File: config.mk
export PLATFORM = sky130hd
export DESIGN_NAME = ir_beam_hit_detector_core
export DESIGN_NICKNAME = d
export VERILOG_FILES = /design/src/rtl/irbhd_pkg.sv /design/src/rtl/irbhd_step.sv /design/src/rtl/ir_beam_hit_detector_core.sv
export SDC_FILE = /design/constraint.sdc
export NUM_CORES = 1
export LEC_CHECK = 0
export ABC_AREA = 0
export BUFFER_PORTS_ARGS = -buffer_cell sky130_fd_sc_hd__clkbuf_2
export CORE_MARGIN = 5
export CORE_UTILIZATION = 55
export DETAILED_ROUTE_END_ITERATION = 12
export GPL_TIMING_DRIVEN = 1
export HOLD_SLACK_MARGIN = 0.12
export MAX_ROUTING_LAYER = met4
export PLACE_DENSITY = 0.82
export RECOVER_POWER = 25
export SETUP_SLACK_MARGIN = 0.4
export SLEW_MARGIN = 20
export SYNTH_ARGS = -nofsm -noshare
export SYNTH_HDL_FRONTEND = slang
export SYNTH_SLANG_ARGS = --single-unit
File: constraint.sdc
create_clock -name clk -period 8.7 [get_ports clk]
set_input_delay 1.74 -clock clk [delete_from_list [all_inputs] [get_ports clk]]
set_output_delay 1.74 -clock clk [all_outputs]
set_load 0.02 [all_outputs]
File: src/rtl/irbhd_pkg.sv
// ----------------------------------------------------------------------------
// irbhd_pkg
// Shared types, codes and helpers for the IR beam hit detector.
// ----------------------------------------------------------------------------
package irbhd_pkg;

    // Width of the millisecond timers
    localparam int TIME_BITS = 16;
    // Stuck limit register width
    localparam int STUCK_BITS = 16;
    // Compare width for timer against stuck limit
    localparam int CMP_BITS = (TIME_BITS > STUCK_BITS) ? TIME_BITS : STUCK_BITS;

    localparam logic [TIME_BITS-1:0] TIME_MAX = {TIME_BITS{1'b1}};
    localparam logic [TIME_BITS-1:0] START_SINCE_CHANGE = TIME_BITS'(20);
    localparam logic [TIME_BITS-1:0] START_SINCE_HIT = TIME_BITS'(100);

    // Input function codes
    localparam logic [1:0] FUNC_TICK  = 2'd0;
    localparam logic [1:0] FUNC_TEST  = 2'd1;
    localparam logic [1:0] FUNC_CLEAR = 2'd2;

    // Status codes
    localparam logic [1:0] STATUS_OFF   = 2'd0;
    localparam logic [1:0] STATUS_OKAY  = 2'd1;
    localparam logic [1:0] STATUS_TEST  = 2'd2;
    localparam logic [1:0] STATUS_ERROR = 2'd3;

    // Fail codes
    localparam logic [2:0] FAIL_NONE   = 3'd0;
    localparam logic [2:0] FAIL_DARK   = 3'd1;
    localparam logic [2:0] FAIL_LIGHT  = 3'd2;
    localparam logic [2:0] FAIL_SETTLE = 3'd3;
    localparam logic [2:0] FAIL_STUCK  = 3'd4;

    // Self-test sequencer steps
    localparam logic [2:0] STEP_IDLE    = 3'd0;
    localparam logic [2:0] STEP_SUPPRESS = 3'd1;
    localparam logic [2:0] STEP_EMIT_OFF = 3'd2;
    localparam logic [2:0] STEP_CHK_DARK = 3'd3;
    localparam logic [2:0] STEP_CHK_LIT  = 3'd4;
    localparam logic [2:0] STEP_CHK_HOLD = 3'd5;
    localparam logic [2:0] STEP_ERR      = 3'd6;
    localparam logic [2:0] STEP_DONE     = 3'd7;

    // Self-test wait times in ticks
    localparam logic [5:0] WAIT_SUPPRESS = 6'd10;
    localparam logic [5:0] WAIT_EMIT     = 6'd2;
    localparam logic [5:0] WAIT_HOLD     = 6'd25;
    localparam logic [5:0] WAIT_FINISH   = 6'd50;

    // Configuration register indexes
    localparam logic [1:0] REG_ENABLE     = 2'd0;
    localparam logic [1:0] REG_UNBROKEN   = 2'd1;
    localparam logic [1:0] REG_HOLDOFF    = 2'd2;
    localparam logic [1:0] REG_STUCK      = 2'd3;

    typedef struct packed {
        logic                 enable;
        logic [9:0]           unbroken_min_ms;
        logic [9:0]           hit_holdoff_ms;
        logic [STUCK_BITS-1:0] stuck_limit_ms;
    } cfg_t;

    typedef struct packed {
        logic                 started;
        logic                 last_level;
        logic [TIME_BITS-1:0] since_change;
        logic [TIME_BITS-1:0] since_hit;
        logic [31:0]          hits;
        logic                 in_error;
        logic                 ignore_hits;
        logic [2:0]           test_step;
        logic [5:0]           test_wait;
        logic [2:0]           fail_code;
        logic                 emitter;
    } state_t;

    // Saturating millisecond increment
    function automatic logic [TIME_BITS-1:0] sat_inc(input logic [TIME_BITS-1:0] v);
        sat_inc = (v == TIME_MAX) ? TIME_MAX : v + TIME_BITS'(1);
    endfunction

endpackage

File: src/rtl/irbhd_step.sv
// ----------------------------------------------------------------------------
// irbhd_step
// Next-state logic for one word: tick handling, test and clear commands, hit
// qualification, stuck check and the self-test sequencer.
// ----------------------------------------------------------------------------
module irbhd_step (
    input  irbhd_pkg::cfg_t   cfg,
    input  irbhd_pkg::state_t cur,
    input  logic [1:0]        func,
    input  logic              detector_level,
    output irbhd_pkg::state_t nxt,
    output logic              hit
);

    logic [irbhd_pkg::TIME_BITS-1:0] sc_inc;
    logic [irbhd_pkg::TIME_BITS-1:0] sh_inc;
    logic                            hit_ok;
    logic                            stuck;

    assign sc_inc = irbhd_pkg::sat_inc(cur.since_change);
    assign sh_inc = irbhd_pkg::sat_inc(cur.since_hit);

    // Break qualifies as a hit
    assign hit_ok = !cur.ignore_hits && !cur.in_error && detector_level
                  && (sc_inc >= irbhd_pkg::TIME_BITS'(cfg.unbroken_min_ms))
                  && (sh_inc >= irbhd_pkg::TIME_BITS'(cfg.hit_holdoff_ms));

    // Beam broken past the limit; on a level change the timer restarts at zero
    assign stuck = (detector_level == cur.last_level) && detector_level
                 && (irbhd_pkg::CMP_BITS'(sc_inc)
                     > irbhd_pkg::CMP_BITS'(cfg.stuck_limit_ms));

    always_comb
    begin
        nxt = cur;
        hit = 1'b0;
        case (func)
            irbhd_pkg::FUNC_TICK:
            begin
                if (!cur.started)
                begin
                    // Start tick: power the emitter and arm the self test
                    if (cfg.enable)
                    begin
                        nxt.started      = 1'b1;
                        nxt.emitter      = 1'b1;
                        nxt.since_change = irbhd_pkg::START_SINCE_CHANGE;
                        nxt.since_hit    = irbhd_pkg::START_SINCE_HIT;
                        nxt.test_step    = irbhd_pkg::STEP_SUPPRESS;
                        nxt.test_wait    = '0;
                    end
                end
                else
                begin
                    nxt.since_change = sc_inc;
                    nxt.since_hit    = sh_inc;
                    // Level change handling
                    if (detector_level != cur.last_level)
                    begin
                        nxt.since_change = '0;
                        nxt.last_level   = detector_level;
                        if (hit_ok)
                        begin
                            nxt.hits      = cur.hits + 32'd1;
                            nxt.since_hit = '0;
                            hit           = 1'b1;
                        end
                    end
                    // Self-test sequencer or stuck check
                    if (cur.test_step != irbhd_pkg::STEP_IDLE)
                    begin
                        if (cur.test_wait > 6'd1)
                        begin
                            nxt.test_wait = cur.test_wait - 6'd1;
                        end
                        else
                        begin
                            nxt.test_wait = '0;
                            unique case (cur.test_step)
                                irbhd_pkg::STEP_SUPPRESS:
                                begin
                                    nxt.ignore_hits = 1'b1;
                                    nxt.test_wait   = irbhd_pkg::WAIT_SUPPRESS;
                                    nxt.test_step   = irbhd_pkg::STEP_EMIT_OFF;
                                end
                                irbhd_pkg::STEP_EMIT_OFF:
                                begin
                                    nxt.emitter   = 1'b0;
                                    nxt.test_wait = irbhd_pkg::WAIT_EMIT;
                                    nxt.test_step = irbhd_pkg::STEP_CHK_DARK;
                                end
                                irbhd_pkg::STEP_CHK_DARK:
                                begin
                                    if (!detector_level)
                                    begin
                                        nxt.test_step = irbhd_pkg::STEP_ERR;
                                        nxt.fail_code = irbhd_pkg::FAIL_DARK;
                                    end
                                    else
                                    begin
                                        nxt.emitter   = 1'b1;
                                        nxt.test_wait = irbhd_pkg::WAIT_EMIT;
                                        nxt.test_step = irbhd_pkg::STEP_CHK_LIT;
                                    end
                                end
                                irbhd_pkg::STEP_CHK_LIT:
                                begin
                                    if (detector_level)
                                    begin
                                        nxt.test_step = irbhd_pkg::STEP_ERR;
                                        nxt.fail_code = irbhd_pkg::FAIL_LIGHT;
                                    end
                                    else
                                    begin
                                        nxt.test_wait = irbhd_pkg::WAIT_HOLD;
                                        nxt.test_step = irbhd_pkg::STEP_CHK_HOLD;
                                    end
                                end
                                irbhd_pkg::STEP_CHK_HOLD:
                                begin
                                    if (detector_level)
                                    begin
                                        nxt.test_step = irbhd_pkg::STEP_ERR;
                                        nxt.fail_code = irbhd_pkg::FAIL_SETTLE;
                                    end
                                    else
                                    begin
                                        nxt.in_error  = 1'b0;
                                        nxt.emitter   = 1'b1;
                                        nxt.test_wait = irbhd_pkg::WAIT_FINISH;
                                        nxt.test_step = irbhd_pkg::STEP_DONE;
                                        nxt.fail_code = irbhd_pkg::FAIL_NONE;
                                    end
                                end
                                irbhd_pkg::STEP_ERR:
                                begin
                                    nxt.in_error  = 1'b1;
                                    nxt.emitter   = 1'b1;
                                    nxt.test_wait = irbhd_pkg::WAIT_FINISH;
                                    nxt.test_step = irbhd_pkg::STEP_DONE;
                                end
                                default:
                                begin
                                    // Finish: release suppression, keep fail code
                                    nxt.test_step   = irbhd_pkg::STEP_IDLE;
                                    nxt.ignore_hits = 1'b0;
                                end
                            endcase
                        end
                    end
                    else if (!cur.in_error && stuck)
                    begin
                        nxt.in_error  = 1'b1;
                        nxt.fail_code = irbhd_pkg::FAIL_STUCK;
                    end
                end
            end
            irbhd_pkg::FUNC_TEST:
            begin
                if (cur.started && (cur.test_step == irbhd_pkg::STEP_IDLE))
                begin
                    nxt.test_step = irbhd_pkg::STEP_SUPPRESS;
                    nxt.test_wait = '0;
                end
            end
            irbhd_pkg::FUNC_CLEAR:
            begin
                nxt.hits = '0;
            end
            default:
            begin
                nxt = cur;
            end
        endcase
    end

endmodule

File: src/rtl/ir_beam_hit_detector_core.sv
// ----------------------------------------------------------------------------
// ir_beam_hit_detector_core
// IR beam hit detector: hit counting, stuck-beam error and emitter self test.
// ----------------------------------------------------------------------------
// One input word (tick or command) is accepted per clock cycle unless in_stall
// is high. Its result appears in the output register on the next cycle. The
// only back-pressure path is the result register: in_stall is high while that
// register holds a word and out_stall is high. Detector state, counters and
// the self-test sequencer all update in the same cycle the word is accepted.
// Configuration writes take effect on the next clock edge and should be made
// while idle.
module ir_beam_hit_detector_core (
    input  logic        clk,
    input  logic        rst_n,
    // configuration
    input  logic        cfg_we,
    input  logic [1:0]  cfg_index,
    input  logic [15:0] cfg_data,
    // input channel
    input  logic        in_valid,
    output logic        in_stall,
    input  logic [1:0]  func,
    input  logic        detector_level,
    // output channel
    output logic        out_valid,
    input  logic        out_stall,
    output logic [31:0] hit_count,
    output logic        hit_now,
    output logic [1:0]  status,
    output logic [2:0]  fail_code,
    output logic        emitter_on
);

    irbhd_pkg::cfg_t   cfg_reg;
    irbhd_pkg::state_t state_reg;
    irbhd_pkg::state_t state_next;
    logic              hit_next;
    logic [1:0]        status_next;
    logic              in_acc;
    logic              out_valid_reg;
    logic              out_valid_next;
    logic [31:0]       hit_count_reg;
    logic              hit_now_reg;
    logic [1:0]        status_reg;
    logic [2:0]        fail_code_reg;
    logic              emitter_on_reg;

    // Configuration registers
    always_ff @(posedge clk or negedge rst_n)
    begin
        if (!rst_n)
        begin
            cfg_reg.enable          <= 1'b0;
            cfg_reg.unbroken_min_ms <= 10'd50;
            cfg_reg.hit_holdoff_ms  <= 10'd100;
            cfg_reg.stuck_limit_ms  <= 16'd1500;
        end
        else if (cfg_we)
        begin
            unique case (cfg_index)
                irbhd_pkg::REG_ENABLE:   cfg_reg.enable          <= cfg_data[0];
                irbhd_pkg::REG_UNBROKEN: cfg_reg.unbroken_min_ms <= cfg_data[9:0];
                irbhd_pkg::REG_HOLDOFF:  cfg_reg.hit_holdoff_ms  <= cfg_data[9:0];
                irbhd_pkg::REG_STUCK:    cfg_reg.stuck_limit_ms  <= cfg_data[15:0];
                default:                 cfg_reg.enable          <= cfg_reg.enable;
            endcase
        end
    end

    // Handshake
    assign in_stall       = out_valid_reg && out_stall;
    assign in_acc         = in_valid && !in_stall;
    assign out_valid_next = in_acc || (out_valid_reg && out_stall);

    // Next-state logic
    irbhd_step u_step (
        .cfg            (cfg_reg),
        .cur            (state_reg),
        .func           (func),
        .detector_level (detector_level),
        .nxt            (state_next),
        .hit            (hit_next)
    );

    // Status from the updated state
    always_comb
    begin
        if (!state_next.started)
            status_next = irbhd_pkg::STATUS_OFF;
        else if (state_next.test_step != irbhd_pkg::STEP_IDLE)
            status_next = irbhd_pkg::STATUS_TEST;
        else if (state_next.in_error)
            status_next = irbhd_pkg::STATUS_ERROR;
        else
            status_next = irbhd_pkg::STATUS_OKAY;
    end

    // Detector state
    always_ff @(posedge clk or negedge rst_n)
    begin
        if (!rst_n)
        begin
            state_reg.started      <= 1'b0;
            state_reg.last_level   <= 1'b0;
            state_reg.since_change <= irbhd_pkg::START_SINCE_CHANGE;
            state_reg.since_hit    <= irbhd_pkg::START_SINCE_HIT;
            state_reg.hits         <= '0;
            state_reg.in_error     <= 1'b0;
            state_reg.ignore_hits  <= 1'b0;
            state_reg.test_step    <= irbhd_pkg::STEP_IDLE;
            state_reg.test_wait    <= '0;
            state_reg.fail_code    <= irbhd_pkg::FAIL_NONE;
            state_reg.emitter      <= 1'b0;
        end
        else if (in_acc)
        begin
            state_reg <= state_next;
        end
    end

    // Result register
    always_ff @(posedge clk or negedge rst_n)
    begin
        if (!rst_n)
        begin
            out_valid_reg <= 1'b0;
        end
        else
        begin
            out_valid_reg <= out_valid_next;
        end
    end

    always_ff @(posedge clk)
    begin
        if (in_acc)
        begin
            hit_count_reg  <= state_next.hits;
            hit_now_reg    <= hit_next;
            status_reg     <= status_next;
            fail_code_reg  <= state_next.fail_code;
            emitter_on_reg <= state_next.emitter;
        end
    end

    assign out_valid  = out_valid_reg;
    assign hit_count  = hit_count_reg;
    assign hit_now    = hit_now_reg;
    assign status     = status_reg;
    assign fail_code  = fail_code_reg;
    assign emitter_on = emitter_on_reg;

`ifndef SYNTHESIS
    // Back-pressure only arises from a held result
    assert property (@(posedge clk) disable iff (!rst_n)
        in_stall |-> out_valid_reg)
        else $error("input stalled with empty result register");

    // Every accepted word produces a result
    assert property (@(posedge clk) disable iff (!rst_n)
        in_acc |=> out_valid_reg)
        else $error("accepted word produced no result");

    // An idle sequencer carries no pending wait
    assert property (@(posedge clk) disable iff (!rst_n)
        (state_reg.test_step == irbhd_pkg::STEP_IDLE) |-> (state_reg.test_wait == 6'd0))
        else $error("test wait pending while sequencer idle");

    // Once started the block stays started
    assert property (@(posedge clk) disable iff (!rst_n)
        state_reg.started |=> state_reg.started)
        else $error("started flag dropped");
`endif

endmodule

# == After elaboration in Yosys (flattened, before gate mapping) ==
# Index checks and enable logic that the tools add are counted.
# totals
register_bits,158
output_inout_bits,41
# classes
add_sub_neg,4
reduce_logical,32
bitwise_logic,1
n_mux,54
n_eq_ne,20
magnitude_cmp,4
# ops
cell,n
34-bit two-way mux,2
65-bit two-way mux,1
32-bit two-way mux,2
32-bit one-hot mux with 2 select lines,1
48-bit two-way mux,1
6-bit one-hot mux with 6 select lines,1
"16-bit by 1-bit adder with 16-bit output, second input constant",2
"32-bit by 1-bit adder with 32-bit output, second input constant",1
"16-bit equality test, second input constant",2
16-bit by 10-bit >= comparator with 1-bit output,2
16-bit two-way mux,2
9-bit two-way mux,3
5-bit two-way mux,5
3-bit one-hot mux with 6 select lines,1
9-bit one-hot mux with 2 select lines,1
16-bit greater-than comparator,1
3-bit two-way mux,5
2-bit two-way mux,7
1-bit two-way mux,13
6-bit two-way mux,2
1-bit logical AND,10
10-bit two-way mux,1
"3-bit equality test, second input constant",3
3-bit one-hot mux with 3 select lines,1
other kinds (29),45

# == Depth between registers and ports, before layout ==
# Gate-level depths: netlist of run 1.
# logic_depth
word_depth,12
mapped_depth,19

# == Cells and area by module ==
# Synthesis of run 1 repeated with hierarchy kept, for this count alone.
# unflattened
hier_cells,938
area_unflattened_um2,10074.7
# modules_own_cells
module,n_inst,area_each_um2,cells_per_inst,seq_area_each_um2
ir_beam_hit_detector_core,1,6133.4,297,4171.5
irbhd_step,1,3941.3,641,0.0

# == Worst setup path after synthesis of run 1 ==
# OpenSTA, ideal clock, no wires.
# synth_timing
path_type,in2reg
from,input port detector_level
to,"register hit_count_reg[24], in the netlist hit_count[24], data pin"
stages,10
required_time_ns,8.444
setup_slack_ns,4.650
arrival_ns,3.794
setup_ns,0.256
cell_sequence,ha_1 -> buf_2 -> nand2_1 -> nor2_1 -> nand2_1 -> nor2_1 -> nand3_1 -> nor4_4 -> a31oi_1 -> a41o_1
# synth_lines
item,line,rtl
"start, declared",ir_beam_hit_detector_core.sv:23,"input logic detector_level,"
"end signal, assigned",ir_beam_hit_detector_core.sv:138,hit_count_reg <= state_next.hits;
"end, declared",ir_beam_hit_detector_core.sv:42,logic [31:0] hit_count_reg;

==> flow_metrics.py, run 1 <==
metrics = {
    "critical_path": {
        "crit_chain": "ha_1, nand3_2, nor3_2, nand2b_1, nand2_1, ha_1, nand3_1, a21boi_0, o311ai_0, a31oi_2, nand4_1, o211a_1, or2_2",
        "end_kind": "flip-flop",
        "path_delay_family": "simple AND/OR/NAND/NOR gates",
        "arrival_ns": 5.09,
        "cp-start-kind": "flip-flop",
        "cpPeakStageDelay_ns": 0.82,
        "cpMaxStageDelayCell": "a31oi_2",
        "cp_max_fo": 15,
        "cp_common_cell": "ha_1",
        "path_buf_inv": 0,
        "required_ns": 8.88,
        "crit_type": "flip-flop to flip-flop",
    },
    "finish": {
        "design_area_um2": 10600,
        "area_delta_synth_final_pct": 10.5,
        "largest_reg_flops": 81,
        "drive_gt1_frac": 0.176,
        "fin_cells": 1288,
        "nNetsFinal": 1116,
        "insertedDiodeCount": 0,
        "final_util": 0.618,
    },
    "yosys": {
        "yosysWarnings": 0,
        "synth-main-ff-cell": "dfrtp_1",
        "syn-instance-count": 1016,
        "synth_area_per_cell_um2": 9.48,
        "ys_types": 81,
        "ys_seq_area_frac": 0.433,
        "synth_edf_count": 39,
        "ys_ff_latch": 158,
        "syn_nets": 1082,
        "synthArstFlopShare": 0.753,
        "syn-cell-area_um2": 9630,
    },
    "placement": {
        "placed_cells": 1256,
        "port_buffers": 66,
        "hpwl_um": 15300,
        "place_congestion": 0.888,
        "placed_area_um2": 10000,
    },
    "power": {
        "leakage_nw": 4.64,
        "vdd_ir_drop_max_uv": 187,
        "power.density_nw_per_um2": 230,
    },
    "status": {
        "status": "complete, but fails checks",
        "violations": "capacitance limit, slew limit",
    },
    "flow_run": {
        "maxCapViolCount": 1,
    },
    "route": {
        "drt-wirelength-per-cell_um": 17.7,
        "drtAntennaViolNets": 0,
        "via_count": 8036,
        "viasPerCell": 6.24,
        "firstDrtPassIters": 5,
        "drt-initial-drc-count": 750,
        "drt_drc_violations_left": 0,
        "routed_wl_um": 22800,
    },
    "floorplan": {
        "rows": 48,
        "ios": 67,
        "die-area_um2": 20300,
        "die_h_um": 142,
        "dieWidth_um": 142,
        "core_um2": 17200,
        "start_util": 0.559,
    },
    "clock_network": {
        "hold_buffers": 0,
        "cts.path.max_buffers": 2,
        "cts_made_buffers": 17,
        "cts_tree": "yes",
        "clk_pin_slew_ns": 0.06,
        "clock-sinks": 158,
        "htree_levels": 4,
        "post-cts-setup-buffers": 0,
        "cts_resized": 0,
        "clk_latency_ns": 0.44,
        "clockRootBuffer": "clkbuf_16",
    },
    "hold_path": {
        "hp-class": "flip-flop to flip-flop",
    },
    "sta": {
        "finalSetupViolCount": 0,
        "period_needed_ns": 4.91,
        "rsz0062_at_grt": "no",
        "fmax_ghz": 0.203,
        "skew_ns": 0.00865,
        "setup_tns_ns": 0,
        "worst_slew_pin_slew_ns": 3.19,
        "min_period_over_period": 0.565,
        "slew_headroom": -1.12,
        "finalHoldViolCount": 0,
        "drv_slew": 61,
    },
    "global_route": {
        "grt_max_degree": 61,
        "grt-ovfl-total": 0,
        "antenna_found_initial": 0,
        "gr-usage-all-layers": 0.237,
        "grt_pass1_wl_um": 38400,
        "grt_pass1_vias": 7883,
    },
}
## cell families after synthesis
kind of cell	count (synthesis)	share of synthesized area
AOI/OAI and AO/OA	234	0.171
DFF	158	0.433
adders and majority gates	40	0.0520
and+or+nand+nor	390	0.213
buffers and inverters	114	0.0470
muxes	47	0.0543
xor gates and xnor gates	33	0.0300
## area by class of cell
type | count | area [um^2]
fillers | 1376 | 6590
multi-input cells | 744 | 5010
flip-flops and latches | 158 | 4170
clock buffers | 22 | 464
repair buffers | 71 | 363
well taps | 225 | 282
inverters | 58 | 218
clock inverters | 10 | 138
## power breakdown
part	leakage [nW]	internal [W]	switching, W	total (W)
Clock	0.290	0.000466	0.000309	0.000775
Combinational	2.47	0.000263	0.000388	0.000651
Sequential	1.87	0.000882	0.000135	0.00102
Total	4.64	0.00161	0.000832	0.00244
## layout by cell type (no fill, tap or decap), drive strengths merged, types with 17 or more instances in the layout
| cell | count |
|---|---|
| a21oi | 40 |
| and3 | 17 |
| ha | 40 |
| nor2 | 79 |
| nor3 | 19 |
| nor4 | 18 |
| nand4 | 27 |
| a22o | 24 |
| nand2 | 117 |
| clkbuf | 88 |
| mux2 | 42 |
| inv | 59 |
| dfstp | 18 |
| o21ai | 50 |
| dfrtp | 101 |
| edfxtp | 39 |
| xnor2 | 18 |
| nand3 | 44 |
## final timing paths
path / startpoint / to / slack [ns] / depth (start not counted)
worst max-delay path: state_reg[63]$_DFFE_PN0P_ / hit_count[19]$_DFFE_PP_ / 3.79 / 13
worst min-delay path: cfg_reg[20]$_DFFE_PN0P_ / cfg_reg[20]$_DFFE_PN0P_ / 0.50 / 1
worst max register to register: state_reg[63]$_DFFE_PN0P_ / hit_count[19]$_DFFE_PP_ / 3.79 / 13
worst min register to register: cfg_reg[20]$_DFFE_PN0P_ / cfg_reg[20]$_DFFE_PN0P_ / 0.50 / 1
max in group asynchronous: rst_n / state_reg[31]$_DFFE_PN0P_ / 4.22 / 2
min in group asynchronous: rst_n / cfg_reg[13]$_DFFE_PN0P_ / 2.36 / 1
## synth_stat cells, types with 6 or more instances
cell type	number	area [um^2]
dfrtp_1	101	2530
a221o_1	7	70.1
nor2b_1	6	37.5
a21oi_1	39	195
a21o_1	10	75.1
nor2_1	78	293
o311ai_0	7	61.3
nor3_1	16	80.1
o31ai_1	10	75.1
ha_1	40	500
o21ai_0	50	250
buf_2	8	40.0
nand2b_1	16	100
clkbuf_1	43	161
xnor2_1	18	158
nor4_2	8	100
and3_1	17	106
or4_1	9	67.6
inv_1	57	214
a31oi_1	10	62.6
mux2_2	41	462
a22o_1	24	210
o22a_1	6	52.6
edfxtp_1	39	1170
nand4_1	23	144
nand2_1	117	439
dfstp_2	18	473
a22oi_1	6	45.0
xor2_1	15	131
and2_1	7	43.8
or3_1	11	68.8
nor4_1	9	56.3
o211ai_1	15	113
nand3_1	43	215
## metrics by stage
| stage | power (W) | hold WS (ns) | worst slack [ns] |
|---|---|---|---|
| final | 0.00244 | 0.505 | 3.79 |
| after global routing | 0.00259 | 0.526 | 3.36 |
| after CTS | 0.00245 | 0.508 | 3.85 |
| after detailed placement | 0.00166 | 0.494 | 3.43 |
| after global placement | 0.00163 | 0.469 | 3.52 |
| after floorplan | 0.00148 | 0.452 | 4.65 |
## routing by layer
| metal | vias to the layer above | GRT usage | routed length (um) |
|---|---|---|---|
| met4 | 0 | 0.0845 | 507 |
| met2 | 317 | 0.386 | 11100 |
| met3 | 44 | 0.0474 | 1460 |
| met1 | 3871 | 0.296 | 9740 |
| met5 | - | - | 0 |
| li1 | 3804 | - | - |
(Power assumes the default switching activity.)
==> run 2: changes to the inputs <==
--- a/config.mk
+++ b/config.mk
@@ -5,7 +5,7 @@
 export SDC_FILE = /design/constraint.sdc
 export NUM_CORES = 1
 export LEC_CHECK = 0
-export ABC_AREA = 0
+export ABC_AREA = 1
 export BUFFER_PORTS_ARGS = -buffer_cell sky130_fd_sc_hd__clkbuf_2
 export CORE_MARGIN = 5
 export CORE_UTILIZATION = 55
@@ -13,7 +13,7 @@
 export GPL_TIMING_DRIVEN = 1
 export HOLD_SLACK_MARGIN = 0.12
 export MAX_ROUTING_LAYER = met4
-export PLACE_DENSITY = 0.82
+export PLACE_DENSITY = 0.85
 export RECOVER_POWER = 25
 export SETUP_SLACK_MARGIN = 0.4
 export SLEW_MARGIN = 20
==> constraint.sdc (replaced) <==
create_clock -name clk -period 4.48 [get_ports clk]
set_input_delay 0.896 -clock clk [delete_from_list [all_inputs] [get_ports clk]]
set_output_delay 0.896 -clock clk [all_outputs]
set_load 0.02 [all_outputs]
==> run 2 against run 1 <==
  * The flow still finishes with violations (capacitance limit, slew limit)
  * Routed wire length rose by 5.6%
  * Final area fell by 0.29%
  * Setup slack got worse by 3.0 ns
  * Combinational power rose by 90%
  * Synthesized cell count rose by 23%
  * Critical path type unchanged
==> flow_metrics.py, run 2 <==
metrics = {
    "route": {
        "drt-wirelength-per-cell_um": 15.5,
        "viasPerCell": 5.67,
        "routed_wl_um": 24100,
        "drtAntennaViolNets": 0,
        "via_count": 8817,
        "drt-initial-drc-count": 1171,
        "drt_drc_violations_left": 0,
        "firstDrtPassIters": 8,
    },
    "clock_network": {
        "clk_latency_ns": 0.43,
        "hold_buffers": 0,
        "cts_made_buffers": 17,
        "htree_levels": 4,
        "post-cts-setup-buffers": 0,
        "cts_tree": "yes",
        "clockRootBuffer": "clkbuf_16",
        "cts.path.max_buffers": 2,
        "clk_pin_slew_ns": 0.07,
        "clock-sinks": 158,
    },
    "sta": {
        "finalSetupViolCount": 0,
        "finalHoldViolCount": 0,
        "min_period_over_period": 0.831,
        "rsz0062_at_grt": "no",
        "period_needed_ns": 3.72,
        "drv_slew": 48,
        "fmax_ghz": 0.269,
        "worst_slew_pin_slew_ns": 2.61,
        "setup_tns_ns": 0,
        "slew_headroom": -0.742,
        "fin_ws_ns": 0.759,
        "skew_ns": 0.00745,
        "hold_slack_ns": 0.485,
    },
    "finish": {
        "mostFrequentLayoutCells": "nand2_1, inv_1, nor2_1, dfrtp_1, nand3_1",
        "area_delta_synth_final_pct": 12.2,
        "final_common_cell": "nand2_1",
        "insertedDiodeCount": 0,
        "drive_gt1_frac": 0.126,
        "largest_reg_flops": 81,
        "nNetsFinal": 1382,
    },
    "flow_run": {
        "maxCapViolCount": 1,
    },
    "power": {
        "power.density_nw_per_um2": 429,
        "p_clk_frac": 0.317,
        "power.share.switching": 0.361,
        "vdd_ir_drop_max_uv": 330,
        "combPwrFrac": 0.272,
        "switching_power_w": 0.00164,
        "finalPower_w": 0.00455,
        "intPower_w": 0.00291,
        "seq_power_share": 0.411,
        "leakage_nw": 5.20,
    },
    "floorplan": {
        "core_um2": 17100,
        "die_h_um": 141,
        "dieWidth_um": 141,
        "rows": 48,
        "die-area_um2": 19900,
        "ios": 67,
        "start_util": 0.553,
    },
    "placement": {
        "port_buffers": 66,
        "post-place-ws_ns": 0.710,
        "place_congestion": 0.934,
        "hpwl_um": 16900,
    },
    "yosys": {
        "synth_mux_area_frac": 0,
        "synthArstFlopShare": 0.753,
        "synth.largest_area_cell": "dfrtp_1",
        "yosysWarnings": 0,
        "syn_nets": 1319,
        "synth_top_family_by_area": "simple AND/OR/NAND/NOR gates",
        "synth-main-ff-cell": "dfrtp_1",
        "ys_types": 53,
        "syn-instance-count": 1253,
        "yosys.area_share.xor_xnor": 0.00555,
        "synth_area_per_cell_um2": 7.55,
        "synth_compound_area_frac": 0.122,
        "synth_edf_count": 39,
        "syn-cell-area_um2": 9460,
        "ys_seq_area_frac": 0.441,
        "synthTopCellsByArea": "dfrtp_1, edfxtp_1, nand2_1",
        "synth-adder-area-share": 0.0529,
        "ys_ff_latch": 158,
        "synth.top_cells.by_count": "nand2_1, inv_1, nor2_1, dfrtp_1, nand3_1",
        "synth_top_area_share": 0.267,
        "synth-simple-area-share": 0.277,
        "yosysMostFrequentCell": "nand2_1",
    },
    "status": {
        "status": "complete, but fails checks",
        "violations": "capacitance limit, slew limit",
    },
    "critical_path": {
        "r2r-start": "state_reg[67]$_DFFE_PN1P_",
        "end_kind": "flip-flop",
        "crit_type": "flip-flop to flip-flop",
        "required_ns": 4.77,
        "reg2reg_to": "hit_count[12]$_DFFE_PP_",
        "cp-start-kind": "flip-flop",
        "r2r_setup_slack_ns": 0.76,
        "arrival_ns": 4.01,
        "reg2reg_depth": 17,
        "cp_max_fo": 14,
    },
    "global_route": {
        "grt-ovfl-total": 0,
        "grt_pass1_vias": 8318,
        "gr-usage-all-layers": 0.247,
        "grt_pass1_wl_um": 39600,
        "grt_max_degree": 74,
        "antenna_found_initial": 0,
    },
    "hold_path": {
        "whs_path_depth": 2,
        "min_to": "cfg_reg[9]$_DFFE_PN0P_",
        "min_from": "cfg_reg[9]$_DFFE_PN0P_",
        "hp-class": "flip-flop to flip-flop",
    },
}
## run 2: worst max-delay path by stage
| stage | start | endpoint | slack (ns) | depth (start not counted) |
|---|---|---|---|---|
| 6_report | state_reg[67]$_DFFE_PN1P_ | hit_count[12]$_DFFE_PP_ | 0.76 | 17 |
| 5_1_grt | rst_n | state_reg[33]$_DFFE_PN0P_ | 0.24 | 2 |
| 4_1_cts | state_reg[47]$_DFFE_PN0P_ | hit_count[28]$_DFFE_PP_ | 0.62 | 18 |
| 3_5_place_dp | state_reg[47]$_DFFE_PN0P_ | hit_count[28]$_DFFE_PP_ | 0.71 | 18 |
| 3_3_place_gp | state_reg[47]$_DFFE_PN0P_ | hit_count[28]$_DFFE_PP_ | 0.85 | 18 |
| 2_1_floorplan | state_reg[65]$_DFFE_PN1P_ | hit_count[4]$_DFFE_PP_ | 1.47 | 20 |
## run 2: timing repair
item | CTS | global route
endpoints found under the hold margin | 0 | 0
setup endpoints to repair | 0 | 15
resized for setup | 0 | 1
## run 2: power by group through the flow
stage          Sequential [W]  Clock (W)  Combinational (W)
6_report              0.00187    0.00144            0.00124
5_1_grt               0.00189    0.00153            0.00140
4_1_cts               0.00187    0.00145            0.00121
3_5_place_dp          0.00189          0            0.00120
3_3_place_gp          0.00189          0            0.00115
2_1_floorplan         0.00187          0           0.000871
## run 2: through the flow
stage / cells / instance area, um^2 / utilization
global placement: 1521 / 10000 / 0.586
detailed placement: 1521 / 10000 / 0.586
CTS: 1553 / 10600 / 0.620
floorplan: 1253 / 9460 / -
finish: 1554 / 10600 / 0.620
global route: 1554 / 10600 / 0.620
## run 2: layout make-up
type | instances | area [um^2]
fill | 1456 | 6500
multi-input combinational | 843 | 4350
sequential | 158 | 4170
inverter | 220 | 826
clock buffer | 17 | 425
timing repair buffer | 76 | 403
tap | 225 | 282
clock inverter | 15 | 153
## run 2: kinds of logic (layout without fill, tap and decap cells)
| group | count (synthesis) | count (layout) |
|---|---|---|
| adder cells (fa/ha/maj) | 40 | 40 |
| AO/OA/AOI/OAI | 204 | 204 |
| flip-flops | 158 | 158 |
| XOR/XNOR | 6 | 6 |
| buffers and inverters | 253 | 328 |
| AND/OR/NAND/NOR | 592 | 593 |
## run 2: layer usage
| metal | vias to the layer above | global-route usage | share of wire |
|---|---|---|---|
| met2 | 431 | 0.397 | 0.48 |
| met5 | - | - | 0 |
| met4 | 0 | 0.0745 | 0.022 |
| met3 | 60 | 0.0380 | 0.076 |
| met1 | 4082 | 0.325 | 0.42 |
| li1 | 4244 | - | - |
## run 2: worst max-delay path, cell delays in order, from the launching register on
cell and delay (ns):
dfstp_2 0.54, inv_1 0.09, nor3_1 0.23, nand2_1 0.14, nand2_1 0.09, inv_1 0.04
nor3_1 0.29, inv_1 0.13, ha_1 0.32, nand2_1 0.08, nor2_1 0.11, a211oi_1 0.06
nand2_1 0.07, nand2_1 0.06, nand2_1 0.24, nand3_2 0.41, o31ai_1 0.48, and2_1 0.21
